File: config.mk
export PLATFORM = sky130hd
export DESIGN_NAME = moisture_median_percent
export DESIGN_NICKNAME = d
export VERILOG_FILES = /design/src/rtl/core/mmp_pkg.sv /design/src/rtl/core/moisture_median_percent.sv
export SDC_FILE = /design/constraint.sdc
export NUM_CORES = 1
export LEC_CHECK = 0
export ABC_AREA = 1
export ABC_CLOCK_PERIOD_IN_PS = 7000
export BUFFER_PORTS_ARGS = -buffer_cell sky130_fd_sc_hd__buf_2
export CORE_MARGIN = 5
export CORE_UTILIZATION = 60
export CTS_BUF_LIST = sky130_fd_sc_hd__clkbuf_8
export DETAILED_ROUTE_END_ITERATION = 10
export GPL_TIMING_DRIVEN = 0
export HOLD_SLACK_MARGIN = 0.02
export PLACE_DENSITY = 0.87
export RECOVER_POWER = 50
export SYNTH_ARGS = -nofsm -noshare
export SYNTH_HDL_FRONTEND = slang
export SYNTH_SLANG_ARGS = --single-unit
File: constraint.sdc
create_clock -name clk -period 7 [get_ports clk]
set_clock_uncertainty 0.1 [all_clocks]
set_input_delay 1.05 -clock clk [delete_from_list [all_inputs] [get_ports clk]]
set_output_delay 1.05 -clock clk [all_outputs]
set_load 0.1 [all_outputs]
File: src/rtl/core/mmp_pkg.sv
// ----------------------------------------------------------------------------
// mmp_pkg
// Shared types and constants for the moisture median/percent block.
// ----------------------------------------------------------------------------
package mmp_pkg;

  localparam int RAW_W     = 12;  // converter sample and calibration width
  localparam int PCT_W     = 7;   // percent output width
  localparam int CFG_IDX_W = 3;   // register index width (room for unused codes)
  localparam int PROD_W    = 19;  // |median - dry| * 100 fits here
  localparam int QBIT_W    = 3;   // quotient bit counter, bits 6..0

  localparam logic [PCT_W-1:0]  PCT_FULL  = 7'd100;
  localparam logic [PCT_W-1:0]  PCT_ZERO  = 7'd0;
  localparam logic [QBIT_W-1:0] QBIT_TOP  = 3'd6;

  // Configuration register indexes
  localparam logic [CFG_IDX_W-1:0] REG_DRY_RAW    = 3'd0;
  localparam logic [CFG_IDX_W-1:0] REG_WET_RAW    = 3'd1;
  localparam logic [CFG_IDX_W-1:0] REG_VALID_HIGH = 3'd2;
  localparam logic [CFG_IDX_W-1:0] REG_VALID_LOW  = 3'd3;

  // Reset values of the calibration registers
  localparam logic [RAW_W-1:0] RAW_MAX = 12'd4095;
  localparam logic [RAW_W-1:0] RAW_MIN = 12'd0;

  typedef enum logic [2:0] {
    S_IDLE,   // waiting for a request
    S_CAND,   // read candidate entry
    S_CWAIT,  // capture candidate, start scan
    S_SCAN,   // stream all entries past the candidate, count those ranked below it
    S_RANK,   // check candidate rank, set up the mapping
    S_DIV,    // restoring divide, one quotient bit a cycle
    S_DONE    // load output register
  } state_t;

endpackage

File: src/rtl/core/moisture_median_percent.sv
// ----------------------------------------------------------------------------
// moisture_median_percent
// Block median filter over raw probe samples with two-point linear
// calibration to a clamped 0..100 percent value.
// ----------------------------------------------------------------------------
//
//  channel | direction | handshake            | payload
//  --------+-----------+----------------------+----------------------------------
//  in      | sink      | in_valid / in_stall  | sample
//  out     | source    | out_valid / out_stall| percent, filtered_raw, in_range,
//          |           |                      | updated
//  cfg     | sink      | cfg_valid / cfg_ready| cfg_index, cfg_data
//
// Flow: a request that does not close a block goes from S_IDLE to S_DONE.
//   A request that closes a block runs a rank-count search through the
//   sample memory (one read port, one entry a cycle), trying each entry as
//   candidate until one has the median rank, then sets up the mapping and,
//   unless the percent is known directly, runs a bit-serial divide.
// Reset: rst is synchronous, active high. The sample memory is not cleared;
//   every entry is written before a block is evaluated.
// Stalls: a result waits in the output register; the next request is taken
//   while it waits, and the block holds in S_DONE only if the output is
//   still occupied when the next result is ready.
// ----------------------------------------------------------------------------
module moisture_median_percent #(
  parameter int BLOCK_SAMPLES = 9
) (
  input  logic                                clk,
  input  logic                                rst,
  // sample requests
  input  logic                                in_valid,
  output logic                                in_stall,
  input  logic [mmp_pkg::RAW_W-1:0]           sample,
  // results
  output logic                                out_valid,
  input  logic                                out_stall,
  output logic [mmp_pkg::PCT_W-1:0]           percent,
  output logic [mmp_pkg::RAW_W-1:0]           filtered_raw,
  output logic                                in_range,
  output logic                                updated,
  // configuration writes
  input  logic                                cfg_valid,
  output logic                                cfg_ready,
  input  logic [mmp_pkg::CFG_IDX_W-1:0]       cfg_index,
  input  logic [mmp_pkg::RAW_W-1:0]           cfg_data
);

  // Address width of the sample memory and width of a 0..N counter
  localparam int AW = (BLOCK_SAMPLES > 1) ? $clog2(BLOCK_SAMPLES) : 1;
  localparam int CW = $clog2(BLOCK_SAMPLES + 1);
  localparam int RW = mmp_pkg::RAW_W;
  localparam int PW = mmp_pkg::PROD_W;

  localparam logic [AW-1:0] LAST_IDX   = AW'(BLOCK_SAMPLES - 1);
  localparam logic [AW-1:0] MED_RANK   = AW'(BLOCK_SAMPLES / 2);
  localparam logic [CW-1:0] SCAN_COUNT = CW'(BLOCK_SAMPLES);

  // --------------------------------------------------------------------------
  // Calibration registers
  // --------------------------------------------------------------------------
  logic [RW-1:0] dry_raw;
  logic [RW-1:0] wet_raw;
  logic [RW-1:0] valid_high;
  logic [RW-1:0] valid_low;

  mmp_pkg::state_t state;
  mmp_pkg::state_t state_next;

  assign cfg_ready = (state == mmp_pkg::S_IDLE);

  always_ff @(posedge clk) begin
    if (rst) begin
      dry_raw    <= mmp_pkg::RAW_MAX;
      wet_raw    <= mmp_pkg::RAW_MIN;
      valid_high <= mmp_pkg::RAW_MAX;
      valid_low  <= mmp_pkg::RAW_MIN;
    end else if (cfg_valid && cfg_ready) begin
      unique case (cfg_index)
        mmp_pkg::REG_DRY_RAW:    dry_raw    <= cfg_data;
        mmp_pkg::REG_WET_RAW:    wet_raw    <= cfg_data;
        mmp_pkg::REG_VALID_HIGH: valid_high <= cfg_data;
        mmp_pkg::REG_VALID_LOW:  valid_low  <= cfg_data;
        default: ;  // unused indexes are dropped
      endcase
    end
  end

  // --------------------------------------------------------------------------
  // Sample memory: one write port (request side), one registered read port
  // --------------------------------------------------------------------------
  logic [RW-1:0] sample_store [BLOCK_SAMPLES];
  logic [RW-1:0] rd_data;
  logic          rd_en;
  logic [AW-1:0] rd_addr;
  logic          in_take;
  logic [AW-1:0] fill_count;

  assign in_stall = (state != mmp_pkg::S_IDLE);
  assign in_take  = in_valid && !in_stall;

  always_ff @(posedge clk) begin
    if (in_take) begin
      sample_store[fill_count] <= sample;
    end
    if (rd_en) begin
      rd_data <= sample_store[rd_addr];
    end
  end

  // --------------------------------------------------------------------------
  // Control
  // --------------------------------------------------------------------------
  logic [AW-1:0]          ci;       // candidate index
  logic [CW-1:0]          jj;       // next scan read index
  logic [RW-1:0]          cand;     // candidate value
  logic                   rd_vld;   // rd_data holds a scan element
  logic [AW-1:0]          rd_tag;   // index of that element
  logic [AW-1:0]          less_cnt; // entries ranked below the candidate
  logic                   out_free;
  logic [PW-1:0]          div_rem;
  logic [RW-1:0]          div_den;
  logic [mmp_pkg::QBIT_W-1:0] div_k;
  logic [mmp_pkg::PCT_W-1:0]  div_q;
  logic                   map_direct;   // percent known without dividing

  assign out_free = !out_valid || !out_stall;

  always_ff @(posedge clk) begin
    if (rst) begin
      state <= mmp_pkg::S_IDLE;
    end else begin
      state <= state_next;
    end
  end

  always_comb begin
    state_next = state;
    rd_en      = 1'b0;
    rd_addr    = ci;
    unique case (state)
      mmp_pkg::S_IDLE: begin
        if (in_take) begin
          state_next = (fill_count == LAST_IDX) ? mmp_pkg::S_CAND : mmp_pkg::S_DONE;
        end
      end
      mmp_pkg::S_CAND: begin
        rd_en      = 1'b1;
        rd_addr    = ci;
        state_next = mmp_pkg::S_CWAIT;
      end
      mmp_pkg::S_CWAIT: begin
        rd_en      = 1'b1;
        rd_addr    = '0;
        state_next = mmp_pkg::S_SCAN;
      end
      mmp_pkg::S_SCAN: begin
        rd_addr = jj[AW-1:0];
        if (jj < SCAN_COUNT) begin
          rd_en = 1'b1;
        end else begin
          state_next = mmp_pkg::S_RANK;
        end
      end
      mmp_pkg::S_RANK: begin
        if (less_cnt != MED_RANK) begin
          state_next = mmp_pkg::S_CAND;
        end else if (map_direct) begin
          state_next = mmp_pkg::S_DONE;
        end else begin
          state_next = mmp_pkg::S_DIV;
        end
      end
      mmp_pkg::S_DIV: begin
        if (div_k == '0) begin
          state_next = mmp_pkg::S_DONE;
        end
      end
      mmp_pkg::S_DONE: begin
        if (out_free) begin
          state_next = mmp_pkg::S_IDLE;
        end
      end
      default: state_next = mmp_pkg::S_IDLE;
    endcase
  end

  // --------------------------------------------------------------------------
  // Rank compare: ties broken by index so every entry has a unique rank
  // --------------------------------------------------------------------------
  logic ranks_below;
  assign ranks_below = (rd_data < cand) || ((rd_data == cand) && (rd_tag < ci));

  // --------------------------------------------------------------------------
  // Mapping setup, evaluated on the candidate in S_RANK.
  // p = (m - d) * 100 / (w - d), truncated; negative quotients clamp to 0, those above 100 to 100, w = d gives 0.
  // --------------------------------------------------------------------------
  logic          md_pos, md_neg, wd_pos, wd_zero;
  logic [RW-1:0] abs_md, abs_wd;
  logic [PW-1:0] prod;
  logic [mmp_pkg::PCT_W-1:0] map_pct;

  always_comb begin
    md_pos  = cand > dry_raw;
    md_neg  = cand < dry_raw;
    wd_pos  = wet_raw > dry_raw;
    wd_zero = wet_raw == dry_raw;
    abs_md  = md_neg ? (dry_raw - cand) : (cand - dry_raw);
    abs_wd  = wd_pos ? (wet_raw - dry_raw) : (dry_raw - wet_raw);
    prod    = PW'(abs_md) * PW'(mmp_pkg::PCT_FULL);
    map_direct = 1'b1;
    map_pct    = mmp_pkg::PCT_ZERO;
    priority if (wd_zero) begin
      map_pct = mmp_pkg::PCT_ZERO;
    end else if (!md_pos && !md_neg) begin
      map_pct = mmp_pkg::PCT_ZERO;
    end else if ((wd_pos && md_neg) || (!wd_pos && md_pos)) begin
      map_pct = mmp_pkg::PCT_ZERO;          // opposite side of dry point
    end else if (abs_md >= abs_wd) begin
      map_pct = mmp_pkg::PCT_FULL;          // at or past the wet point
    end else begin
      map_direct = 1'b0;                    // quotient below 100: divide
    end
  end

  // Current divisor step: den << k
  logic [PW-1:0] div_shift;
  assign div_shift = PW'(div_den) << div_k;

  // --------------------------------------------------------------------------
  // Datapath registers
  // --------------------------------------------------------------------------
  logic [RW-1:0]              median_hold;
  logic [mmp_pkg::PCT_W-1:0]  percent_hold;
  logic                       upd_flag;

  always_ff @(posedge clk) begin
    if (rst) begin
      fill_count   <= '0;
      median_hold  <= '0;
      percent_hold <= '0;
      upd_flag     <= 1'b0;
      rd_vld       <= 1'b0;
      ci           <= '0;
      jj           <= '0;
      less_cnt     <= '0;
    end else begin
      rd_vld <= 1'b0;
      unique case (state)
        mmp_pkg::S_IDLE: begin
          if (in_take) begin
            if (fill_count == LAST_IDX) begin
              fill_count <= '0;
              upd_flag   <= 1'b1;
              ci         <= '0;
            end else begin
              fill_count <= fill_count + AW'(1);
              upd_flag   <= 1'b0;
            end
          end
        end
        mmp_pkg::S_CAND: begin
          less_cnt <= '0;
        end
        mmp_pkg::S_CWAIT: begin
          cand   <= rd_data;
          rd_vld <= 1'b1;
          rd_tag <= '0;
          jj     <= CW'(1);
        end
        mmp_pkg::S_SCAN: begin
          if (rd_vld && ranks_below) begin
            less_cnt <= less_cnt + AW'(1);
          end
          if (jj < SCAN_COUNT) begin
            rd_vld <= 1'b1;
            rd_tag <= jj[AW-1:0];
            jj     <= jj + CW'(1);
          end
        end
        mmp_pkg::S_RANK: begin
          if (less_cnt != MED_RANK) begin
            ci <= ci + AW'(1);
          end else begin
            median_hold <= cand;
            if (map_direct) begin
              percent_hold <= map_pct;
            end
            div_rem <= prod;
            div_den <= abs_wd;
            div_k   <= mmp_pkg::QBIT_TOP;
            div_q   <= '0;
          end
        end
        mmp_pkg::S_DIV: begin
          if (div_rem >= div_shift) begin
            div_rem <= div_rem - div_shift;
          end
          div_k <= div_k - mmp_pkg::QBIT_W'(1);
          if (div_k == '0) begin
            percent_hold <= {div_q[mmp_pkg::PCT_W-2:0], (div_rem >= div_shift)};
          end else begin
            div_q <= {div_q[mmp_pkg::PCT_W-2:0], (div_rem >= div_shift)};
          end
        end
        mmp_pkg::S_DONE: ;
        default: ;
      endcase
    end
  end

  // --------------------------------------------------------------------------
  // Output register
  // --------------------------------------------------------------------------
  logic out_load;
  assign out_load = (state == mmp_pkg::S_DONE) && out_free;

  always_ff @(posedge clk) begin
    if (rst) begin
      out_valid <= 1'b0;
    end else begin
      out_valid <= out_load || (out_valid && out_stall);
    end
  end

  always_ff @(posedge clk) begin
    if (out_load) begin
      percent      <= percent_hold;
      filtered_raw <= median_hold;
      in_range     <= (median_hold >= valid_low) && (median_hold <= valid_high);
      updated      <= upd_flag;
    end
  end

  // --------------------------------------------------------------------------
  // Assertions
  // --------------------------------------------------------------------------

  // Every accepted request goes through the sequencer before the next one.
  a_one_at_a_time: assert property (@(posedge clk) disable iff (rst)
    in_take |=> (state == mmp_pkg::S_CAND || state == mmp_pkg::S_DONE))
    else $error("request accepted while previous one still in flight");

  // The last candidate must be the median; ranks are unique.
  a_rank_found: assert property (@(posedge clk) disable iff (rst)
    (state == mmp_pkg::S_RANK && ci == LAST_IDX) |-> (less_cnt == MED_RANK))
    else $error("no candidate matched the median rank");

  // Scan index never runs past the block.
  a_scan_bound: assert property (@(posedge clk) disable iff (rst)
    (state == mmp_pkg::S_SCAN) |-> (jj <= SCAN_COUNT))
    else $error("scan index beyond block");

  // Restoring divide invariant: remainder below twice the current step.
  a_div_bound: assert property (@(posedge clk) disable iff (rst)
    (state == mmp_pkg::S_DIV) |-> ({1'b0, div_rem} < ({1'b0, div_shift} << 1)))
    else $error("divide remainder out of range, quotient overflow");

endmodule

==> impl_metrics.yaml <==
floorplan:
  core_um2: 27900
  start_util: 0.609
  die-height_um: 178
  ios: 56
  row_count: 61
  dieArea_um2: 31800
  die_x_um: 178
timing:
  tightest_slew_ns: 1.10
  hold_viol_final: 0
  fin_ws_ns: 0.973
  setup_viol: 0
  slew_viol_final: 0
  rsz0062_at_grt: "no"
  fmax_mhz: 166
  tns_ns: 0
  relSlewSlack: 0.263
  whs_ns: 0.339
  min_period_ns: 6.03
  min_period_over_period: 0.861
critical_path:
  worst_path_most_repeated_cell: "inv_1"
  critPathTopFamily: "adder cells"
  cpPeakStageDelay_ns: 0.50
  cp.arrival_ns: 6.23
  cp_num_cells: 26
  cp_data_required_time_ns: 7.20
  endpoint_kind: "flop"
  cp_slowest_cell: "fa_1"
  crit_path_max_fanout: 10
  r2r.worst_path.cells: 26
  crit_path_start_kind: "flop"
  worst-setup-path-type: "flop to flop"
  crit_buf_inv: 7
yosys:
  ys_ff_latch: 286
  syn_inst: 1960
  yosys_warnings: 0
  synth_area_um2: 17000
  yosysUniqueCellTypes: 52
  ys_async_sr_fraction: 0
  synth_flop_cell: "edfxtp_1"
  synth_enable_flop_cells: 197
  syn-num-nets: 2171
  synth-seq-area-share: 0.452
  syn_avg_cell_area_um2: 8.68
layout:
  stdcell_count: 2484
  seq_area_um2: 7700
  multi_input_area_um2: 7870
  fin_nets: 2280
  nFillCells: 2175
  layout-drive-gt1-share: 0.0750
  syn_to_final_growth_pct: 9.56
  num_antenna_cells: 0
placed_design:
  io_buffers: 54
  dp_cells: 2399
  place_ws_ns: 1.04
  place.gp.congestion: 0.987
  dpl.hpwl_mm: 34.5
drt:
  drtIter0Drc: 1233
  wl_met3_mm: 3.40
  drc: 0
  num_vias: 14385
  met1_length_mm: 17.0
  wl_per_cell_um: 18.1
  ant_nets: 0
  via_per_inst: 5.79
  wl_mm: 45.0
  highest_layer: "met4"
  wl_met2_mm: 22.3
  dr.pass1.iters: 8
grt:
  gr-total-overflow: 0
  antenna_found_initial: 0
  grt_max_degree: 19
  grt_pass1_wl_mm: 71.2
  grt_pass1_vias: 14300
  grt.total_usage: 0.279
cts:
  cts_sinks: 286
  htree_levels: 2
  cts_buffers: 46
  clk_pin_slew_ns: 0.07
  clock_path_buffers: 3
  hold_buffers: 0
  cts_root_buf: "clkbuf_8"
  cts_resized: 0
  clk_latency_ns: 0.58
  cts_tree: "yes"
  post_cts_buffers: 0
hold_path:
  hold_path_depth: 0
  hp-class: "flop to flop"
power_and_ir_drop:
  p_per_area_nw_per_um2: 401
  total_power_mw: 7.48
  p_leak_nw: 8.48
  ir_drop_uv: 355
outcome:
  status: "complete, no violations"
job:
  maxCapViolCount: 0
per-layer routing:
layer	global-route usage	vias to the layer above
li1	-	6845
met1	0.334	6718
met2	0.493	650
met3	0.0441	172
met4	0.132	0
met5	0	-
layout make-up:
| type | instances | share of cell area |
|---|---|---|
| tap | 378 | 0.0254 |
| sequential | 286 | 0.413 |
| clock inverter | 36 | 0.0107 |
| multi-input combinational | 1315 | 0.422 |
| timing repair buffer | 61 | 0.0163 |
| clock buffer | 49 | 0.0362 |
| inverter | 300 | 0.0604 |
| buffer | 59 | 0.0165 |
worst paths after layout:
check / to / slack (ns) / startpoint
setup / recovery: div_rem[16] / 0.97 / cand[0]
hold / removal: percent[1] / 0.34 / percent_hold[1]
setup reg to reg: div_rem[16] / 0.97 / cand[0]
hold reg to reg: percent[1] / 0.34 / percent_hold[1]
kinds of logic after synthesis:
| group | after synthesis | share of synthesized area |
|---|---|---|
| DFF | 286 | 0.452 |
| adders and majority gates | 179 | 0.137 |
| AOI/OAI and AO/OA | 446 | 0.141 |
| muxes | 8 | 0.00470 |
| and+or+nand+nor | 642 | 0.160 |
| xor gates and xnor gates | 40 | 0.0206 |
| buffers and inverters | 359 | 0.0845 |
sequential cells by signal, indices dropped and copies added, names as in the netlist, 6 cells and up:
register      count
valid_low        12
div_q             6
percent           7
wet_raw          12
sample_store    108
div_den          12
cand             12
filtered_raw     12
rd_data          12
div_rem          19
dry_raw          12
median_hold      12
valid_high       12
percent_hold      7
metrics by stage:
stage,utilization,instance area (µm²)
6_report,0.668,18600
5_1_grt,0.668,18600
4_1_cts,0.672,18800
3_5_place_dp,0.640,17900
3_3_place_gp,0.636,17800
2_1_floorplan,-,17000
worst reg2reg max path, delay by kind of cell (launching register included):
kind	cells	cell delay, ns
xor gates and xnor gates	1	0.33
and+or+nand+nor	7	1.09
buffers and inverters	7	0.86
DFF	1	0.46
adders and majority gates	6	2.11
AOI/OAI and AO/OA	4	0.59
muxes	1	0.24
where the power goes:
part           switching (mW)  internal [mW]
clock                   0.689          0.694
combinational            2.49           1.33
sequential             0.0970           2.18
synth_stat cells (3+ instances only):
| cell type | number | area, µm² |
|---|---|---|
| inv_2 | 5 | 18.8 |
| buf_6 | 5 | 56.3 |
| o211ai_1 | 29 | 218 |
| o21a_1 | 4 | 30.0 |
| a31oi_1 | 8 | 50.1 |
| nand3_1 | 84 | 420 |
| inv_1 | 294 | 1100 |
| clkbuf_1 | 29 | 109 |
| nor2_2 | 4 | 25.0 |
| nand2_1 | 368 | 1380 |
| a21o_1 | 5 | 37.5 |
| nand4_1 | 22 | 138 |
| nor4_1 | 7 | 43.8 |
| buf_4 | 7 | 52.6 |
| mux2i_1 | 8 | 80.1 |
| or2_2 | 6 | 37.5 |
| ha_1 | 167 | 2090 |
| xnor2_1 | 8 | 70.1 |
| o21ai_0 | 179 | 896 |
| dfxtp_1 | 89 | 1780 |
| a21oi_1 | 198 | 991 |
| nand2_2 | 4 | 25.0 |
| fa_1 | 12 | 240 |
| o22ai_1 | 3 | 18.8 |
| edfxtp_1 | 197 | 5920 |
| buf_2 | 13 | 65.1 |
| xor2_1 | 32 | 280 |
| buf_1 | 4 | 15.0 |
| nor2_1 | 121 | 454 |
| a211oi_1 | 5 | 37.5 |
| nor3_1 | 16 | 80.1 |
| o21bai_1 | 3 | 22.5 |
layout by cell type, fill, tap and decap left out, types with 12 or more instances in the layout:
cell and n:
dfxtp_1 89, o21ai_0 179, xor2_1 32, nor3_1 13, clkbuf_1 50, nand3_1 84, edfxtp_1 197, o211ai_1 29
clkbuf_8 50, clkinv_1 13, inv_1 309, nand2_1 368, nor2_1 125, a21oi_1 197, fa_1 12, ha_1 167
buf_2 52, nand4_1 22
Power figures use the tool's default switching activity.
